`src/sv/bmp24_to_framebuffer_unit_defines.svh`:
```
// Assertion macros of the BMP decoder RTL, used by the back end.
`ifndef BMP24_TO_FRAMEBUFFER_UNIT_DEFINES_SVH
`define BMP24_TO_FRAMEBUFFER_UNIT_DEFINES_SVH

`ifndef ASSERT_OFF
`define ASSERT_IMPLIES(label, clk, rst_n, ante, cons) \
  label: assert property (@(posedge clk) disable iff (!rst_n) (ante) |-> (cons)) \
    else $error("assertion failed");
`define ASSERT_NEXT(label, clk, rst_n, ante, cons) \
  label: assert property (@(posedge clk) disable iff (!rst_n) (ante) |=> (cons)) \
    else $error("assertion failed");
`else
`define ASSERT_IMPLIES(label, clk, rst_n, ante, cons)
`define ASSERT_NEXT(label, clk, rst_n, ante, cons)
`endif

`endif

```
`src/sv/b2fb_pkg.sv`:
```
// Types and constants of the BMP decoder.
`default_nettype none
package b2fb_pkg;

  typedef enum logic [2:0] {
    KIND_PIXEL    = 3'd0,
    KIND_DONE     = 3'd1,
    KIND_BADSIG   = 3'd2,
    KIND_BADDEPTH = 3'd3,
    KIND_TRUNC    = 3'd4,
    KIND_LARGE    = 3'd5
  } b2fb_kind_e;

  typedef enum logic [1:0] {
    PH_HEADER = 2'd0,
    PH_PIXEL  = 2'd1,
    PH_PAD    = 2'd2,
    PH_IDLE   = 2'd3
  } b2fb_phase_e;

  localparam logic [5:0]  HDR_SIG0  = 6'd0;
  localparam logic [5:0]  HDR_SIG1  = 6'd1;
  localparam logic [5:0]  HDR_W0    = 6'd18;
  localparam logic [5:0]  HDR_H0    = 6'd22;
  localparam logic [5:0]  HDR_D0    = 6'd28;
  localparam logic [5:0]  HDR_LAST  = 6'd53;

  localparam logic [7:0]  SIG_B     = 8'h42;
  localparam logic [7:0]  SIG_M     = 8'h4D;
  localparam logic [15:0] DEPTH_24  = 16'd24;
  localparam logic [7:0]  ALPHA     = 8'hFF;

  localparam logic        CFG_X_OFFSET = 1'b0;
  localparam logic        CFG_Y_OFFSET = 1'b1;

  localparam int unsigned COORD_W    = 12;
  localparam int unsigned ADDR_W     = 19;
  localparam int unsigned FIFO_DEPTH = 4;
  localparam int unsigned PTR_W      = 2;
  localparam int unsigned CNT_W      = 3;

  typedef struct packed {
    logic               pix_vld;
    logic [COORD_W-1:0] x;
    logic [COORD_W-1:0] y;
    logic [23:0]        rgb;
    logic               rep_vld;
    b2fb_kind_e         rep_kind;
  } b2fb_cmd_t;

endpackage
`default_nettype wire

```
`src/sv/b2fb_fifo.sv`:
```
// Command queue between the parser and the result sequencer.
`default_nettype none
module b2fb_fifo import b2fb_pkg::*; (
  input  wire        clk_i,
  input  wire        rst_ni,
  input  wire        push_i,
  input  b2fb_cmd_t  cmd_i,
  output logic       full_o,
  input  wire        pop_i,
  output logic       vld_o,
  output b2fb_cmd_t  cmd_o
);

  b2fb_cmd_t        mem_q [FIFO_DEPTH];
  logic [PTR_W-1:0] wr_q, rd_q;
  logic [CNT_W-1:0] cnt_q;

  assign full_o = (cnt_q == CNT_W'(FIFO_DEPTH));
  assign vld_o  = (cnt_q != '0);
  assign cmd_o  = mem_q[rd_q];

  always_ff @(posedge clk_i) begin
    if (push_i) begin
      mem_q[wr_q] <= cmd_i;
    end
  end

  always_ff @(posedge clk_i or negedge rst_ni) begin
    if (!rst_ni) begin
      wr_q  <= '0;
      rd_q  <= '0;
      cnt_q <= '0;
    end else begin
      if (push_i) begin
        wr_q <= wr_q + PTR_W'(1);
      end
      if (pop_i) begin
        rd_q <= rd_q + PTR_W'(1);
      end
      case ({push_i, pop_i})
        2'b10:   cnt_q <= cnt_q + CNT_W'(1);
        2'b01:   cnt_q <= cnt_q - CNT_W'(1);
        default: ;
      endcase
    end
  end

endmodule
`default_nettype wire

```
`config.mk`:
```
export PLATFORM = sky130hd
export DESIGN_NAME = b2fb_fifo
export DESIGN_NICKNAME = d
export VERILOG_FILES = /design/src/sv/bmp24_to_framebuffer_unit_defines.svh /design/src/sv/b2fb_pkg.sv /design/src/sv/b2fb_fifo.sv
export SDC_FILE = /design/constraint.sdc
export NUM_CORES = 1
export LEC_CHECK = 0
export ABC_CLOCK_PERIOD_IN_PS = 4100
export BUFFER_PORTS_ARGS = -buffer_cell sky130_fd_sc_hd__buf_4
export CORE_AREA = 5 5 122 124
export CTS_CLUSTER_DIAMETER = 40
export DETAILED_ROUTE_END_ITERATION = 10
export DIE_AREA = 0 0 127 129
export PLACE_DENSITY = 0.84
export SYNTH_ARGS = -nofsm -noshare
export SYNTH_HDL_FRONTEND = slang
export SYNTH_SLANG_ARGS = --single-unit
```
`constraint.sdc`:
```
create_clock -name clk_i -period 4.1 [get_ports clk_i]
set_clock_uncertainty 0.15 [all_clocks]
set_input_delay 1.23 -clock clk_i [delete_from_list [all_inputs] [get_ports clk_i]]
set_output_delay 1.23 -clock clk_i [all_outputs]
set_load 0.02 [all_outputs]
```
; ---- Yosys cells after proc, flatten, opt, wreduce, memory -nomap -nowiden
; Memories as Yosys holds them, arrays and structs flattened.
; Cells that the tools add are included.
[word_totals]
word_cells = 16
latch_bits = 0
rom_bits = 0
input_bits = 57
ram_bits = 212
mem_count = 1
out_inout_bits = 55
reg_bits = 7
[memory_table]
columns = name, words, word_bits, read_ports, rd_ports_with_merged_regs, wr, line_no
row1 = mem_q, 4, 53, 1, 0, 1, b2fb_fifo.sv:14  ; b2fb_cmd_t mem_q [FIFO_DEPTH];
[op_classes]
bitwise = 0
n_mul = 0
div_mod_pow = 0
mux = 3
n_eq_ne = 3
order_cmp = 0
shifts = 0
reduce_logical = 2
add_sub_neg = 4
[ops]
columns = op, count
row1 = $pmux W3 S2, 1
row2 = $add A2 B1 Y2 const B, 2
row3 = $add A3 B1 Y3 const B, 1
row4 = $eq A3 B3 Y1 const B, 1
row5 = $reduce_bool A3 Y1, 1
row6 = $sub A3 B1 Y3 const B, 1
row7 = $eq A2 B1 Y1 const B, 1
row8 = $eq A2 B2 Y1 const B, 1
row9 = $mux W1, 2
row10 = $reduce_bool A2 Y1, 1

; ---- Logic depth before layout (Yosys ltp)
[logic_depth]
word_depth = 2
depth_mapped = 6
depth_no_buf = 6

; ---- Worst setup path after synthesis
; No wires, ideal clock.
[synth_path]
path_type = in2reg
startpoint = input push_i
endpoint = memory mem_q[0][0] (netlist name) (enable)
required_ns = 3.534
cell_stages = 1
setup_ns = 0.416
arrival_ns = 2.490
path_buffers = 0
slack_ns = 1.044
path_cell_list = and2_1
[synth_via]
elab_chain_len = 2
[synth_rtl]
columns = item, line_no
row1 = start: declaration, b2fb_fifo.sv:6  ; input wire push_i,
row2 = $mux W1, b2fb_fifo.sv:23  ; if (push_i) begin
row3 = $mux W1 (not written as such), b2fb_fifo.sv:24  ; mem_q[wr_q] <= cmd_i;
row4 = end: declaration, b2fb_fifo.sv:14
; No other way between the ends.

==> impl_results.md <==
* P_leak at 3.51 nW
* Reg clk slew, reported paths at 0.06 ns
* All-Layer GR Usage at 18.4%
* Ys async rst share at ~3.2%
* Most used cell, CP: buf_4
* CTS tree: built
* Synth area leaders: edfxtp_1 (79%), mux4_2 (13%), dfrtp_1 (2.2%), mux4_1 (1.6%), buf_12 (1.2%)
* Commonest cells post-synth: edfxtp_1 (212), mux4_2 (48), dfrtp_1 (7)
* Total Power at slightly below 8 mW
* Final Core Density at around three quarters
* Largest net degree at the start of global routing at 33
* Sequential share of the synthesized area at 80.7%
* Period utilization at 89.0%
* Post-CTS Hold Buffers at 0
* Number of flops mapped to enable cells by yosys at roughly 210
* Critical path type: flip-flop to primary output
* Maximum root-to-sink buffer count at 3
* Total CTS buffers at 27
* Final wirelength at approximately 15000 um
* Resize count post-CTS at 0
* Final hold vios at 0
* Crit path max fanout at 20
* DRC viols at 0
* Tmin final at around 3.7 ns
* Worst path slowest cell: dfrtp_4
* Routed Antenna Nets at 0
* Max-slew violations at 0
* Ports at about 110
* Setup TNS at 0 ns
* Fillers at approximately 790
* Most frequent cell after synthesis: edfxtp_1
* Share of cells above drive strength 1 at a little under half
* Final-report setup violation count at 0
* Skew-Pair Late Insertion Delay at between 0.5 and 0.6 ns
* Sink Count at about 220
* Core Area at 13700 um^2
* CP Data Arrival Time at about 2.3 ns
* Count of cell types in the netlist at 19
* Root buf cell: clkbuf_16
* Area Overhead vs Synth at 23.5%
* Yosys top cell area share at 78.5%
* Postcts setup bufs at 0
* Hold Crit Class: flip-flop to flip-flop
* Diodes inserted at 0
* Post-Syn Area at 8110 um^2
* First-pass GRT wire length at 22800 um
* DRT iter0 DRCs at between 150 and 200
* H-tree depth at 1
* Pwr dens at approximately 770 nW/um^2
* Die X at between 100 and 150 um
* Top FF cell, synth: edfxtp_1
* Synth Net Count at approximately 370
* Final RePlAce weighted congestion at roughly 0.72
* Detail Placement HPWL at between 8000 and 9000 um
* Die Y at 129 um
* Starting density of the core at between 50% and 60%
* Slowest stage delay, CP at slightly below 0.7 ns
* Number of global-route vias before repair at between 4000 and 5000
* Max-slew headroom at between 50% and 60%
* Synth warnings at 0
* Area leader, netlist: edfxtp_1
* FF+latch count, synth at ~220
* Port bufs at between 100 and 150
* Max-cap violation count at 0
* Avg Inst Size Synth at about 26 um^2
* Initial antenna violation count at 1
* Row count at between 40 and 50
* Max Clk Rate at approximately 270 MHz
* Worst IR Drop VDD at 0.000613 V
* Critical Path Start Type: flip-flop
* Post-Syn Instances at 310
* Drt first pass iters at 5
* Nets@finish at between 500 and 600
* Total number of vias at ~3700
* Crit-path cells: buf_4, mux4_1, buf_4
* Drt via density at 5.72
* Endpoint class of the critical path: primary output
* RSZ-0062 raised after global routing: no
* CP Data Required Time at between 2 and 3 ns
* Avg WL per Cell at around 22 um
* Worst-margin pin slew at between 0.7 and 0.8 ns
* Die Area at roughly 16000 um^2
* Gr ovfl total at 0
* Status: finished clean
-- worst max-delay path: cells and delay by family (launching register included) --
family	cells	cell delay, ns
flip-flops	1	0.68
multiplexers	1	0.58
buffers and inverters	2	0.50
-- state kept, by name (all words and copies together) (netlist names) --
name,cells
cnt_q,3
wr_q,2
rd_q,2
mem_q,212
-- layout by cell type (no fill, tap or decap) --
master / Yosys / routed
clkinv_1: 0 / 2
mux4_2: 48 / 48
clkinv_2: 0 / 2
xor2_1: 3 / 3
clkinv_4: 0 / 2
bufinv_16: 0 / 2
xnor2_1: 3 / 3
clkbuf_16: 0 / 27
mux2_2: 1 / 1
nand2_1: 2 / 2
and2_2: 0 / 4
dfrtp_2: 0 / 1
dfrtp_1: 7 / 5
clkinvlp_4: 0 / 2
dfrtp_4: 0 / 1
ha_1: 5 / 5
inv_8: 0 / 3
inv_6: 0 / 3
buf_12: 5 / 3
or3_1: 1 / 1
inv_1: 3 / 3
clkbuf_1: 0 / 4
edfxtp_1: 212 / 212
o21ai_0: 1 / 1
fa_1: 1 / 1
buf_4: 0 / 119
nor3b_1: 1 / 1
nor2_1: 1 / 1
mux4_1: 5 / 5
-- layout make-up --
cell class                      count  area (um^2)  share of cell area (%)
Clock inverter                     16          170                    1.70
Inverter                            3         11.3                   0.112
Sequential cell                   219         6550                    65.4
Timing Repair Buffer              122          953                    9.52
Multi-Input combinational cell     76         1420                    14.2
Tap cell                          180          225                    2.25
Clock buffer                       31          691                    6.90
-- worst paths after layout --
path	from	end	slack [ns]	cells past startpoint
setup / recovery	rd_q[0]	cmd_o[0]	0.45	3
hold / removal	cnt_q[2]	cnt_q[2]	0.34	1
setup reg to reg	wr_q[1]	mem_q[1][21]	2.08	4
hold reg to reg	cnt_q[2]	cnt_q[2]	0.34	1
max in group asynchronous	rst_ni	rd_q[0]	3.29	1
min in group asynchronous	rst_ni	cnt_q[2]	0.37	1
-- metal layers --
metal  vias to the layer above  global-route usage [%]  part of all wire, %
met5                         -                       0                0.090
met4                         2                    4.98                  2.4
met3                        30                    4.61                  6.6
met2                       126                    31.8                   53
met1                      1936                    23.9                   38
li1                       1604                       -                    -
-- cells by family after synthesis --
group           Yosys count  synth area share (%)
flops                   219                  80.7
mux                      54                  15.1
buf+inv                  15                  1.88
simple gates              9                 0.617
xor+xnor                  6                 0.648
fa+ha+maj                 6                  1.02
compound gates            1                0.0617
-- per-stage QoR --
stage,cell area [um^2],hold WS (ns),worst slack [ns],std cells
4_1_cts,10000,0.336,0.381,647
2_1_floorplan,8110,0.297,1.04,310
3_3_place_gp,9160,0.310,0.941,600
6_report,10000,0.338,0.449,647
5_1_grt,10000,0.358,0.312,647
3_5_place_dp,9160,0.325,0.958,600
-- report_power, final --
| part | leakage (nW) | internal, mW | switching (mW) |
|---|---|---|---|
| Clock | 0.417 | 1.35 | 0.883 |
| Combinational | 1.07 | 1.12 | 1.23 |
| Sequential | 2.03 | 2.94 | 0.218 |
No activity file was read; power rests on OpenSTA's default activity.
