### config.mk
export PLATFORM = sky130hd
export DESIGN_NAME = b2fb_front_flat
export DESIGN_NICKNAME = d
export VERILOG_FILES = /design/src/sv/bmp24_to_framebuffer_unit_defines.svh /design/src/sv/b2fb_pkg.sv /design/src/sv/b2fb_if.sv /design/src/sv/b2fb_front.sv /design/src/flat_wrapper.sv
export SDC_FILE = /design/constraint.sdc
export NUM_CORES = 1
export LEC_CHECK = 0
export ABC_AREA = 1
export ABC_CLOCK_PERIOD_IN_PS = 6900
export BUFFER_PORTS_ARGS = -buffer_cell sky130_fd_sc_hd__buf_4
export CAP_MARGIN = 20
export CORE_MARGIN = 2
export CORE_UTILIZATION = 53
export CTS_CLUSTER_DIAMETER = 100
export DETAILED_ROUTE_END_ITERATION = 7
export PLACE_DENSITY = 0.71
export SLEW_MARGIN = 20
export SYNTH_ARGS = -nofsm -noshare
export SYNTH_HDL_FRONTEND = slang
export SYNTH_SLANG_ARGS = --single-unit
### constraint.sdc
create_clock -name clk_i -period 6.9 [get_ports clk_i]
set_input_delay 0.345 -clock clk_i [delete_from_list [all_inputs] [get_ports clk_i]]
set_output_delay 0.345 -clock clk_i [all_outputs]
set_load 0.02 [all_outputs]
### src/sv/bmp24_to_framebuffer_unit_defines.svh
// Assertion macros of the BMP decoder RTL, used by the back end.
`ifndef BMP24_TO_FRAMEBUFFER_UNIT_DEFINES_SVH
`define BMP24_TO_FRAMEBUFFER_UNIT_DEFINES_SVH

`ifndef ASSERT_OFF
`define ASSERT_IMPLIES(label, clk, rst_n, ante, cons) \
  label: assert property (@(posedge clk) disable iff (!rst_n) (ante) |-> (cons)) \
    else $error("assertion failed");
`define ASSERT_NEXT(label, clk, rst_n, ante, cons) \
  label: assert property (@(posedge clk) disable iff (!rst_n) (ante) |=> (cons)) \
    else $error("assertion failed");
`else
`define ASSERT_IMPLIES(label, clk, rst_n, ante, cons)
`define ASSERT_NEXT(label, clk, rst_n, ante, cons)
`endif

`endif

### src/sv/b2fb_pkg.sv
// Types and constants of the BMP decoder.
`default_nettype none
package b2fb_pkg;

  typedef enum logic [2:0] {
    KIND_PIXEL    = 3'd0,
    KIND_DONE     = 3'd1,
    KIND_BADSIG   = 3'd2,
    KIND_BADDEPTH = 3'd3,
    KIND_TRUNC    = 3'd4,
    KIND_LARGE    = 3'd5
  } b2fb_kind_e;

  typedef enum logic [1:0] {
    PH_HEADER = 2'd0,
    PH_PIXEL  = 2'd1,
    PH_PAD    = 2'd2,
    PH_IDLE   = 2'd3
  } b2fb_phase_e;

  localparam logic [5:0]  HDR_SIG0  = 6'd0;
  localparam logic [5:0]  HDR_SIG1  = 6'd1;
  localparam logic [5:0]  HDR_W0    = 6'd18;
  localparam logic [5:0]  HDR_H0    = 6'd22;
  localparam logic [5:0]  HDR_D0    = 6'd28;
  localparam logic [5:0]  HDR_LAST  = 6'd53;

  localparam logic [7:0]  SIG_B     = 8'h42;
  localparam logic [7:0]  SIG_M     = 8'h4D;
  localparam logic [15:0] DEPTH_24  = 16'd24;
  localparam logic [7:0]  ALPHA     = 8'hFF;

  localparam logic        CFG_X_OFFSET = 1'b0;
  localparam logic        CFG_Y_OFFSET = 1'b1;

  localparam int unsigned COORD_W    = 12;
  localparam int unsigned ADDR_W     = 19;
  localparam int unsigned FIFO_DEPTH = 4;
  localparam int unsigned PTR_W      = 2;
  localparam int unsigned CNT_W      = 3;

  typedef struct packed {
    logic               pix_vld;
    logic [COORD_W-1:0] x;
    logic [COORD_W-1:0] y;
    logic [23:0]        rgb;
    logic               rep_vld;
    b2fb_kind_e         rep_kind;
  } b2fb_cmd_t;

endpackage
`default_nettype wire

### src/sv/b2fb_if.sv
// Handshake channels of the BMP decoder: file bytes, results and register writes.
`default_nettype none
interface b2fb_byte_if;
  logic       valid;
  logic       ready;
  logic [7:0] data_byte;
  logic       first_byte;
  logic       end_of_file;
  modport source (output valid, data_byte, first_byte, end_of_file, input ready);
  modport sink   (input valid, data_byte, first_byte, end_of_file, output ready);
endinterface


interface b2fb_cfg_if;
  logic        valid;
  logic        ready;
  logic        index;
  logic [15:0] data;
  modport source (output valid, index, data, input ready);
  modport sink   (input valid, index, data, output ready);
endinterface
`default_nettype wire

### src/sv/b2fb_front.sv
// Front end: header parser, pixel grouping, row walk and clipping.
`default_nettype none
module b2fb_front import b2fb_pkg::*; #(
  parameter int unsigned SCREEN_WIDTH  = 800,
  parameter int unsigned SCREEN_HEIGHT = 480
) (
  input  wire         clk_i,
  input  wire         rst_ni,
  b2fb_byte_if.sink   byte_i,
  b2fb_cfg_if.sink    cfg_i,
  input  wire         q_full_i,
  output logic        push_o,
  output b2fb_cmd_t   cmd_o
);

  b2fb_phase_e ph_q, ph_d;
  logic [5:0]  hc_q, hc_d;
  logic [31:0] w_q, w_d, h_q, h_d;
  logic [15:0] dep_q, dep_d;
  logic [15:0] col_q, col_d, row_q, row_d;
  logic [1:0]  bip_q, bip_d;
  logic [15:0] held_q, held_d;
  logic [1:0]  pad_q, pad_d;
  logic        sig_q, sig_d;
  logic [15:0] xoff_q, yoff_q;

  b2fb_phase_e ph;
  logic [5:0]  hc;
  logic [31:0] w, h;
  logic [15:0] dep, col, row, held;
  logic [1:0]  bip, pad;
  logic        sig;
  logic        accept, stop, img_done;
  logic [17:0] xs, ys;
  logic [15:0] yrow;
  logic [16:0] col_next, row_next;
  logic        row_last, in_screen;
  logic [1:0]  pad_next;

  assign byte_i.ready = !q_full_i;
  assign cfg_i.ready  = 1'b1;
  assign accept       = byte_i.valid && byte_i.ready;

  always_comb begin
    if (byte_i.first_byte) begin
      ph = PH_HEADER; hc = '0; w = '0; h = '0; dep = '0; col = '0; row = '0;
      bip = '0; held = '0; pad = '0; sig = 1'b0;
    end else begin
      ph = ph_q; hc = hc_q; w = w_q; h = h_q; dep = dep_q; col = col_q; row = row_q;
      bip = bip_q; held = held_q; pad = pad_q; sig = sig_q;
    end
  end

  always_comb begin
    xs        = {{2{xoff_q[15]}}, xoff_q} + {2'b00, col};
    yrow      = h[15:0] - 16'd1 - row;
    ys        = {{2{yoff_q[15]}}, yoff_q} + {2'b00, yrow};
    in_screen = !xs[17] && (xs[16:0] < 17'(SCREEN_WIDTH)) &&
                !ys[17] && (ys[16:0] < 17'(SCREEN_HEIGHT));
    col_next  = {1'b0, col} + 17'd1;
    row_next  = {1'b0, row} + 17'd1;
    row_last  = row_next >= h[16:0];
    pad_next  = (pad != 2'd0) ? pad - 2'd1 : 2'd0;
  end

  always_comb begin
    ph_d = ph; hc_d = hc; w_d = w; h_d = h; dep_d = dep; col_d = col; row_d = row;
    bip_d = bip; held_d = held; pad_d = pad; sig_d = sig;
    stop     = 1'b0;
    img_done = 1'b0;
    cmd_o    = '0;
    cmd_o.rep_kind = KIND_DONE;
    case (ph)
      PH_HEADER: begin
        case (hc)
          HDR_SIG0:         sig_d = (byte_i.data_byte == SIG_B);
          HDR_SIG1:         sig_d = sig && (byte_i.data_byte == SIG_M);
          HDR_W0:           w_d[7:0]   = w[7:0]   | byte_i.data_byte;
          HDR_W0 + 6'd1:    w_d[15:8]  = w[15:8]  | byte_i.data_byte;
          HDR_W0 + 6'd2:    w_d[23:16] = w[23:16] | byte_i.data_byte;
          HDR_W0 + 6'd3:    w_d[31:24] = w[31:24] | byte_i.data_byte;
          HDR_H0:           h_d[7:0]   = h[7:0]   | byte_i.data_byte;
          HDR_H0 + 6'd1:    h_d[15:8]  = h[15:8]  | byte_i.data_byte;
          HDR_H0 + 6'd2:    h_d[23:16] = h[23:16] | byte_i.data_byte;
          HDR_H0 + 6'd3:    h_d[31:24] = h[31:24] | byte_i.data_byte;
          HDR_D0:           dep_d[7:0]  = dep[7:0]  | byte_i.data_byte;
          HDR_D0 + 6'd1:    dep_d[15:8] = dep[15:8] | byte_i.data_byte;
          default: ;
        endcase
        hc_d = hc + 6'd1;
        if (hc == HDR_LAST) begin
          stop  = 1'b1;
          ph_d  = PH_IDLE;
          cmd_o.rep_vld = 1'b1;
          if (!sig) begin
            cmd_o.rep_kind = KIND_BADSIG;
          end else if (dep != DEPTH_24) begin
            cmd_o.rep_kind = KIND_BADDEPTH;
          end else if (w[31] || (w == '0) || h[31] || (h == '0)) begin
            cmd_o.rep_kind = KIND_DONE;
          end else if ((w[31:16] != '0) || (h[31:16] != '0)) begin
            cmd_o.rep_kind = KIND_LARGE;
          end else begin
            stop  = 1'b0;
            ph_d  = PH_PIXEL;
            cmd_o.rep_vld = 1'b0;
          end
        end
      end
      PH_PIXEL: begin
        case (bip)
          2'd0: begin
            held_d = {8'h00, byte_i.data_byte};
            bip_d  = 2'd1;
          end
          2'd1: begin
            held_d[15:8] = byte_i.data_byte;
            bip_d        = 2'd2;
          end
          default: begin
            bip_d         = 2'd0;
            cmd_o.pix_vld = in_screen;
            cmd_o.x       = xs[COORD_W-1:0];
            cmd_o.y       = ys[COORD_W-1:0];
            cmd_o.rgb     = {byte_i.data_byte, held};
            if (col_next >= w[16:0]) begin
              col_d = '0;
              if (w[1:0] != 2'd0) begin
                pad_d = w[1:0];
                ph_d  = PH_PAD;
              end else begin
                row_d    = row_next[15:0];
                img_done = row_last;
                ph_d     = row_last ? PH_IDLE : PH_PIXEL;
              end
            end else begin
              col_d = col_next[15:0];
            end
          end
        endcase
      end
      PH_PAD: begin
        pad_d = pad_next;
        if (pad_next == 2'd0) begin
          row_d    = row_next[15:0];
          img_done = row_last;
          ph_d     = row_last ? PH_IDLE : PH_PIXEL;
        end
      end
      default: ;
    endcase
    if (ph != PH_IDLE) begin
      if (img_done) begin
        cmd_o.rep_vld  = 1'b1;
        cmd_o.rep_kind = KIND_DONE;
      end else if (byte_i.end_of_file && !stop) begin
        cmd_o.rep_vld  = 1'b1;
        cmd_o.rep_kind = KIND_TRUNC;
        ph_d           = PH_IDLE;
      end
    end
  end

  assign push_o = accept && (cmd_o.pix_vld || cmd_o.rep_vld);

  always_ff @(posedge clk_i or negedge rst_ni) begin
    if (!rst_ni) begin
      ph_q <= PH_HEADER; hc_q <= '0; w_q <= '0; h_q <= '0; dep_q <= '0;
      col_q <= '0; row_q <= '0; bip_q <= '0; held_q <= '0; pad_q <= '0; sig_q <= 1'b0;
    end else if (accept) begin
      ph_q <= ph_d; hc_q <= hc_d; w_q <= w_d; h_q <= h_d; dep_q <= dep_d;
      col_q <= col_d; row_q <= row_d; bip_q <= bip_d; held_q <= held_d;
      pad_q <= pad_d; sig_q <= sig_d;
    end
  end

  always_ff @(posedge clk_i or negedge rst_ni) begin
    if (!rst_ni) begin
      xoff_q <= '0;
      yoff_q <= '0;
    end else if (cfg_i.valid && cfg_i.ready) begin
      case (cfg_i.index)
        CFG_X_OFFSET: xoff_q <= cfg_i.data;
        CFG_Y_OFFSET: yoff_q <= cfg_i.data;
        default: ;
      endcase
    end
  end

endmodule
`default_nettype wire

### src/flat_wrapper.sv
// flat-port wrapper written by rule: the top's interface ports become plain ports
module b2fb_front_flat import b2fb_pkg::*;
#(
  parameter int unsigned SCREEN_WIDTH  = 800,
  parameter int unsigned SCREEN_HEIGHT = 480
)
  (clk_i, rst_ni, q_full_i, push_o, cmd_o, byte_i_valid, byte_i_data_byte, byte_i_first_byte, byte_i_end_of_file, byte_i_ready, cfg_i_valid, cfg_i_index, cfg_i_data, cfg_i_ready);
  b2fb_byte_if byte_i_i ();
  b2fb_cfg_if cfg_i_i ();
  input  wire clk_i;
  input  wire rst_ni;
  input  wire q_full_i;
  output logic push_o;
  output b2fb_cmd_t cmd_o;
  input wire logic [$bits(byte_i_i.valid)-1:0] byte_i_valid;
  input wire logic [$bits(byte_i_i.data_byte)-1:0] byte_i_data_byte;
  input wire logic [$bits(byte_i_i.first_byte)-1:0] byte_i_first_byte;
  input wire logic [$bits(byte_i_i.end_of_file)-1:0] byte_i_end_of_file;
  output wire logic [$bits(byte_i_i.ready)-1:0] byte_i_ready;
  input wire logic [$bits(cfg_i_i.valid)-1:0] cfg_i_valid;
  input wire logic [$bits(cfg_i_i.index)-1:0] cfg_i_index;
  input wire logic [$bits(cfg_i_i.data)-1:0] cfg_i_data;
  output wire logic [$bits(cfg_i_i.ready)-1:0] cfg_i_ready;
  assign byte_i_i.valid = byte_i_valid;
  assign byte_i_i.data_byte = byte_i_data_byte;
  assign byte_i_i.first_byte = byte_i_first_byte;
  assign byte_i_i.end_of_file = byte_i_end_of_file;
  assign byte_i_ready = byte_i_i.ready;
  assign cfg_i_i.valid = cfg_i_valid;
  assign cfg_i_i.index = cfg_i_index;
  assign cfg_i_i.data = cfg_i_data;
  assign cfg_i_ready = cfg_i_i.ready;
  b2fb_front #(.SCREEN_WIDTH(SCREEN_WIDTH), .SCREEN_HEIGHT(SCREEN_HEIGHT)) u_core (.clk_i(clk_i), .rst_ni(rst_ni), .byte_i(byte_i_i), .cfg_i(cfg_i_i), .q_full_i(q_full_i), .push_o(push_o), .cmd_o(cmd_o));
endmodule
After elaboration in Yosys (flattened, before gate mapping)
Index checks and enable logic that the tools add are counted.
{ "totals": {"ff_bits": 173, "latch_bits": 0, "ramBits": 0, "romBits": 0, "input_bits": 32, "out_inout_bits": 56, "memories": 0} }
{ "classes": {"addsub": 8, "n_mul": 0, "div": 0, "order_cmp": 4, "eq_ne": 19, "n_shift": 0, "n_mux": 81, "bitwise_logic": 11, "n_reduce_logical": 29} }
{ "op_table": {"columns": ["op", "n"], "rows": [
  ["2-to-1 mux 16 bit", 13],
  ["2-to-1 mux 32 bit", 4],
  ["2-to-1 mux 49 bit", 2],
  ["2-to-1 mux 8 bit", 11],
  ["bitwise OR 8 bit", 10],
  ["logical NOT 32 bit", 2],
  ["equality test 6 x 5 -> 1 bit (second input constant)", 10],
  ["2-to-1 mux 2 bit", 21],
  ["adder 16 x 17 -> 18 bit", 2],
  ["adder 16 x 1 -> 17 bit (second input constant)", 2],
  ["greater-or-equal comparator 17 bit", 2],
  ["one-hot mux 16 bit (2 select lines)", 1],
  ["nonzero test 16 bit", 2],
  ["2-to-1 mux 4 bit", 5],
  ["less-than comparator 17 x 10 -> 1 bit (second input constant)", 1],
  ["less-than comparator 17 x 9 -> 1 bit (second input constant)", 1],
  ["equality test 8 x 7 -> 1 bit (second input constant)", 2],
  ["inequality test 16 x 5 -> 1 bit (second input constant)", 1],
  ["one-hot mux 8 bit (2 select lines)", 1],
  ["subtractor 16 x 1 -> 16 bit (second input constant)", 1],
  ["subtractor 16 bit", 1],
  ["2-to-1 mux 1 bit", 12],
  ["2-to-1 mux 3 bit", 4],
  ["2-to-1 mux 6 bit", 2],
  ["other kinds (19)", 39]
]} }

Longest topological paths before layout
{ "logic_depth": {"ltp_word": 17, "depth_mapped": 34, "mapped_depth_nobuf": 33} }

Worst setup path before layout
Ideal clock, no wire load.
{ "synth_path": {"path_kind": "input-to-output", "start": "input byte_i_first_byte", "end": "output cmd_o[52] in the netlist's numbering", "t_arrival_ns": 4.090, "required_time_ns": 6.555, "slack_ns": 2.465, "path_stages": 30, "n_path_buf": 3, "cell_sequence": "buf_6 -> buf_2 -> buf_6 -> nor2_1 -> inv_1 -> ha_1 -> ha_1 -> inv_1 -> nand2_1 -> a21oi_1 -> o21ai_1 -> nand2_1 -> nand2_1 -> a21boi_2 -> o21ai_0 -> xor2_1 -> ha_1 -> nand2_1 -> inv_1 -> nand3_1 -> inv_1 -> a21oi_1 -> nand2_1 -> nand2_1 -> nand3_1 -> nor2_1 -> nand2_1 -> nor3_1 -> nand3b_1 -> nor3_1"} }
{ "synth_lines": {"columns": ["item", "line_no", "text"], "rows": [
  ["start: declaration", "flat_wrapper.sv:17", "input wire logic [$bits(byte_i_i.first_byte)-1:0] byte_i_first_byte;"],
  ["end: declaration", "flat_wrapper.sv:14", "output b2fb_cmd_t cmd_o;"]
]} }

Worst setup path in the final report
{ "layout_path": {"start": "input byte_i_first_byte", "end": "output push_o"} }
{ "layout_between": {"elab_chain_len": 17, "word_cells_on_any_way": 69, "classes_between": "add/sub (7); order compare (4); eq/ne (6); mux (29); reduce/logical (23)"} }
{ "layout_rtl": {"columns": ["item", "line_no", "text"], "rows": [
  ["branches (longest 15 deep; another with adder 16 x 17 -> 18 bit)", null, null],
  ["logical OR 1 bit (*)", "b2fb_front.sv:164", "assign push_o = accept && (cmd_o.pix_vld || cmd_o.rep_vld);"],
  ["logical AND 1 bit (*)", "b2fb_front.sv:164", null],
  ["end: declaration", "flat_wrapper.sv:13", "output logic push_o;"]
]} }
Every way passes the cells marked *.

==> results.yml <==
outcome:
  violations: "hold timing"
  status: "complete, but fails checks"
synthesis:
  seq_area_frac_synth: 0.3279
  synth-compound-area-share: 0.1591
  ys_ff_latch: 173
  synth_warnings: 0
  synth_top_family_by_area: "simple AND/OR/NAND/NOR gates"
  synth_area_leaders: "dfrtp_1, nand2_1, inv_1, ha_1, o21ai_0"
  synth_cell_types: 57
  syn-cell-area_mm2: 0.01320
  ys_async_sr_fraction: 1.000
  synth_edf_count: 0
  synthSimpleGateAreaFrac: 0.2913
  synthTopCellsByCount: "nand2_1, inv_1, nor2_1"
  yosysTopAreaCellShare: 0.3279
  synth_fa_ha_area_frac: 0.08549
  synth_most_common_cell: "nand2_1"
  synth_ff_type: "dfrtp_1"
  synth_fp_nets: 2072
  synth_top_area_cell: "dfrtp_1"
  synth_xor_area_frac: 0.02455
  syn_inst: 1951
  syn_avg_cell_area_um2: 6.766
  synthMuxAreaShare: 0
finish:
  layoutNonFillerInstCount: 2352
  utilization: 0.6036
  fin_nets: 2136
  antenna_cells: 0
  drive_gt1_frac: 0.08284
  syn_to_final_growth_pct: 11.52
  n_fill_cell: 2364
  regArea_mm2: 0.004329
  multiInputGateArea_mm2: 0.007411
sta:
  final.period_utilization: 0.7867
  whs_ps: -30.65
  max_slew.worst_pin.slew_ps: 1039
  slew_headroom: 0.3031
  fin_crit_ps: 5428
  fin_setup_tns_ps: 0
  timing.fmax_mhz: 184.2
  drv_slew: 0
  hold_viol: 13
  clock_skew_ps: 20.10
  setup_viol: 0
  rsz0062_at_grt: "false"
worst_setup_path:
  ff2ff_path_depth: 24
  startpoint_type: "input port"
  required_ps: 6550
  r2r_end: "u_core.row_q[0]$_DFFE_PN0P_"
  crit_path_end_kind: "output port"
  rr_startpoint: "u_core.col_q[0]$_DFFE_PN0P_"
  r2r_setup_slack_ps: 2030
  cp.arrival_ps: 5080
  crit_fanout: 51
  path_class: "in -> out"
floorplanning:
  die_w_um: 161.8
  dieArea_mm2: 0.02619
  rows: 57
  initial_core_util: 0.5412
  io_pins: 88
  die_y_um: 161.8
  core_area_mm2: 0.02439
global_route:
  antenna_found_initial: 0
  grt_max_degree: 97
  grt_overflow_total: 0
  grt_use_total: 0.3158
  grt_pass1_vias: 12420
  grt_pass1_wl_mm: 65.54
pwr:
  pwr_density_cell_mw_per_mm2: 234.3
  total_power_mw: 3.449
  peakVddDrop_mv: 0.1482
  leakagePower_nw: 7.437
drt:
  vias: 13270
  drc: 0
  drtAntennaViolNets: 0
  drt_first_pass_iters: 5
  viasPerCell: 5.641
  drtIter0Drc: 1323
  post_drt_wl_per_cell_um: 17.60
  routed_wl_mm: 41.40
clock_network:
  cts.sinks: 173
  cts_resized: 0
  cts_setup_buffers: 0
  clockBufferDepth: 2
  cts_buffers: 17
  clock_latency_ps: 450
  cts_root_buffer: "clkbuf_16"
  holdBufCountCts: 0
  htreeDepth: 4
  clk_pin_slew_worst_paths_ps: 90
  cts_tree: "done"
job:
  maxCapViolCount: 0
placed_design:
  hpwl_mm: 31.00
  gp_congestion: 0.9561
  dp.cells: 2320
  numPortBuffers: 86
worst_hold_path:
  hp-class: "in -> async"
[power by group]
part           switching (mW)  total (mW)  internal, mW  leakage [nW]
logic                   0.840        1.23         0.385          4.85
registers              0.0701        1.17          1.10          2.29
clock network           0.543        1.05         0.508         0.301
[sequential cells by signal (all words and copies together), names as in the netlist]
register,flops
u_core.bip_q,2
u_core.col_q,16
u_core.dep_q,16
u_core.h_q,32
u_core.hc_q,6
u_core.held_q,16
u_core.pad_q,2
u_core.ph_q,2
u_core.row_q,16
u_core.sig_q,1
u_core.w_q,32
u_core.xoff_q,16
u_core.yoff_q,16
[how the worst max path moves through the flow]
stage	to	from	depth (start not counted)	slack, ps
finish	push_o	byte_i_first_byte	27	1470
global route	push_o	byte_i_first_byte	28	1060
CTS	push_o	byte_i_first_byte	29	1540
detailed placement	push_o	byte_i_first_byte	29	1600
global placement	push_o	byte_i_first_byte	30	1630
floorplan	cmd_o[52]	byte_i_first_byte	30	2460
[layout by cell type (no fill, tap or decap), drive strengths merged, types with 5 or more instances in the layout]
| cell type | count |
|---|---|
| dfrtp | 173 |
| o21bai | 9 |
| nand4 | 51 |
| nand3 | 93 |
| inv | 328 |
| nor2 | 200 |
| a22oi | 15 |
| nor4 | 10 |
| clkinv | 8 |
| nor3 | 21 |
| nand2 | 515 |
| xor2 | 23 |
| buf | 97 |
| xnor2 | 14 |
| a21oi | 117 |
| o22ai | 63 |
| clkbuf | 17 |
| ha | 87 |
| nand3b | 5 |
| o21ai | 147 |
[kinds of logic after synthesis]
kind of cell               count (synthesis)
and+or+nand+nor                          902
AOI/OAI and AO/OA                        375
buffers and inverters                    374
DFF                                      173
adders and majority gates                 89
xor gates and xnor gates                  37
other                                      1
[area by class of cell]
type / instances / area share
clock buffers: 17 / 0.02890
clock inverters: 15 / 0.01394
flip-flops and latches: 173 / 0.2941
well taps: 324 / 0.02754
multi-input cells: 1404 / 0.5034
inverters: 322 / 0.08219
repair buffers: 97 / 0.04997
[per-layer routing]
metal / GRT usage / up-vias / share of wire
met1: 0.4322 / 6213 / 0.44
met4: 0.08206 / 0 / 0.023
met5: 0 / - / 0
met2: 0.5251 / 512 / 0.46
li1: - / 6479 / -
met3: 0.04903 / 64 / 0.073
[worst max-delay path, stage by stage]
cell and delay (ps):
buf_4 510, inv_2 450, buf_4 310, nand2_2 120, nor2_1 80, o21ai_1 290
a21oi_1 110, o21ai_0 200, xor2_1 180, inv_1 60, ha_1 330, nand2_1 160
inv_1 50, a21oi_1 180, nand2_1 140, nand2_1 100, nand2_1 50, nand2_1 80
nand2_1 50, nor2_1 220, nand4_1 120, nor2_1 100, nand2_1 50, nor2_1 330
nor2_1 90, nor2_1 130, buf_4 160
[per-stage QoR]
step           setup WS, ps  hold WS, ps  instance area (µm²)
2_1_floorplan          2465        49.41                13200
3_3_place_gp           1626        467.4                14080
3_5_place_dp           1595        475.5                14080
4_1_cts                1537        35.54                14710
5_1_grt                1061        72.14                14720
6_report               1472       -30.65                14720
Power figures use the tool's default switching activity.
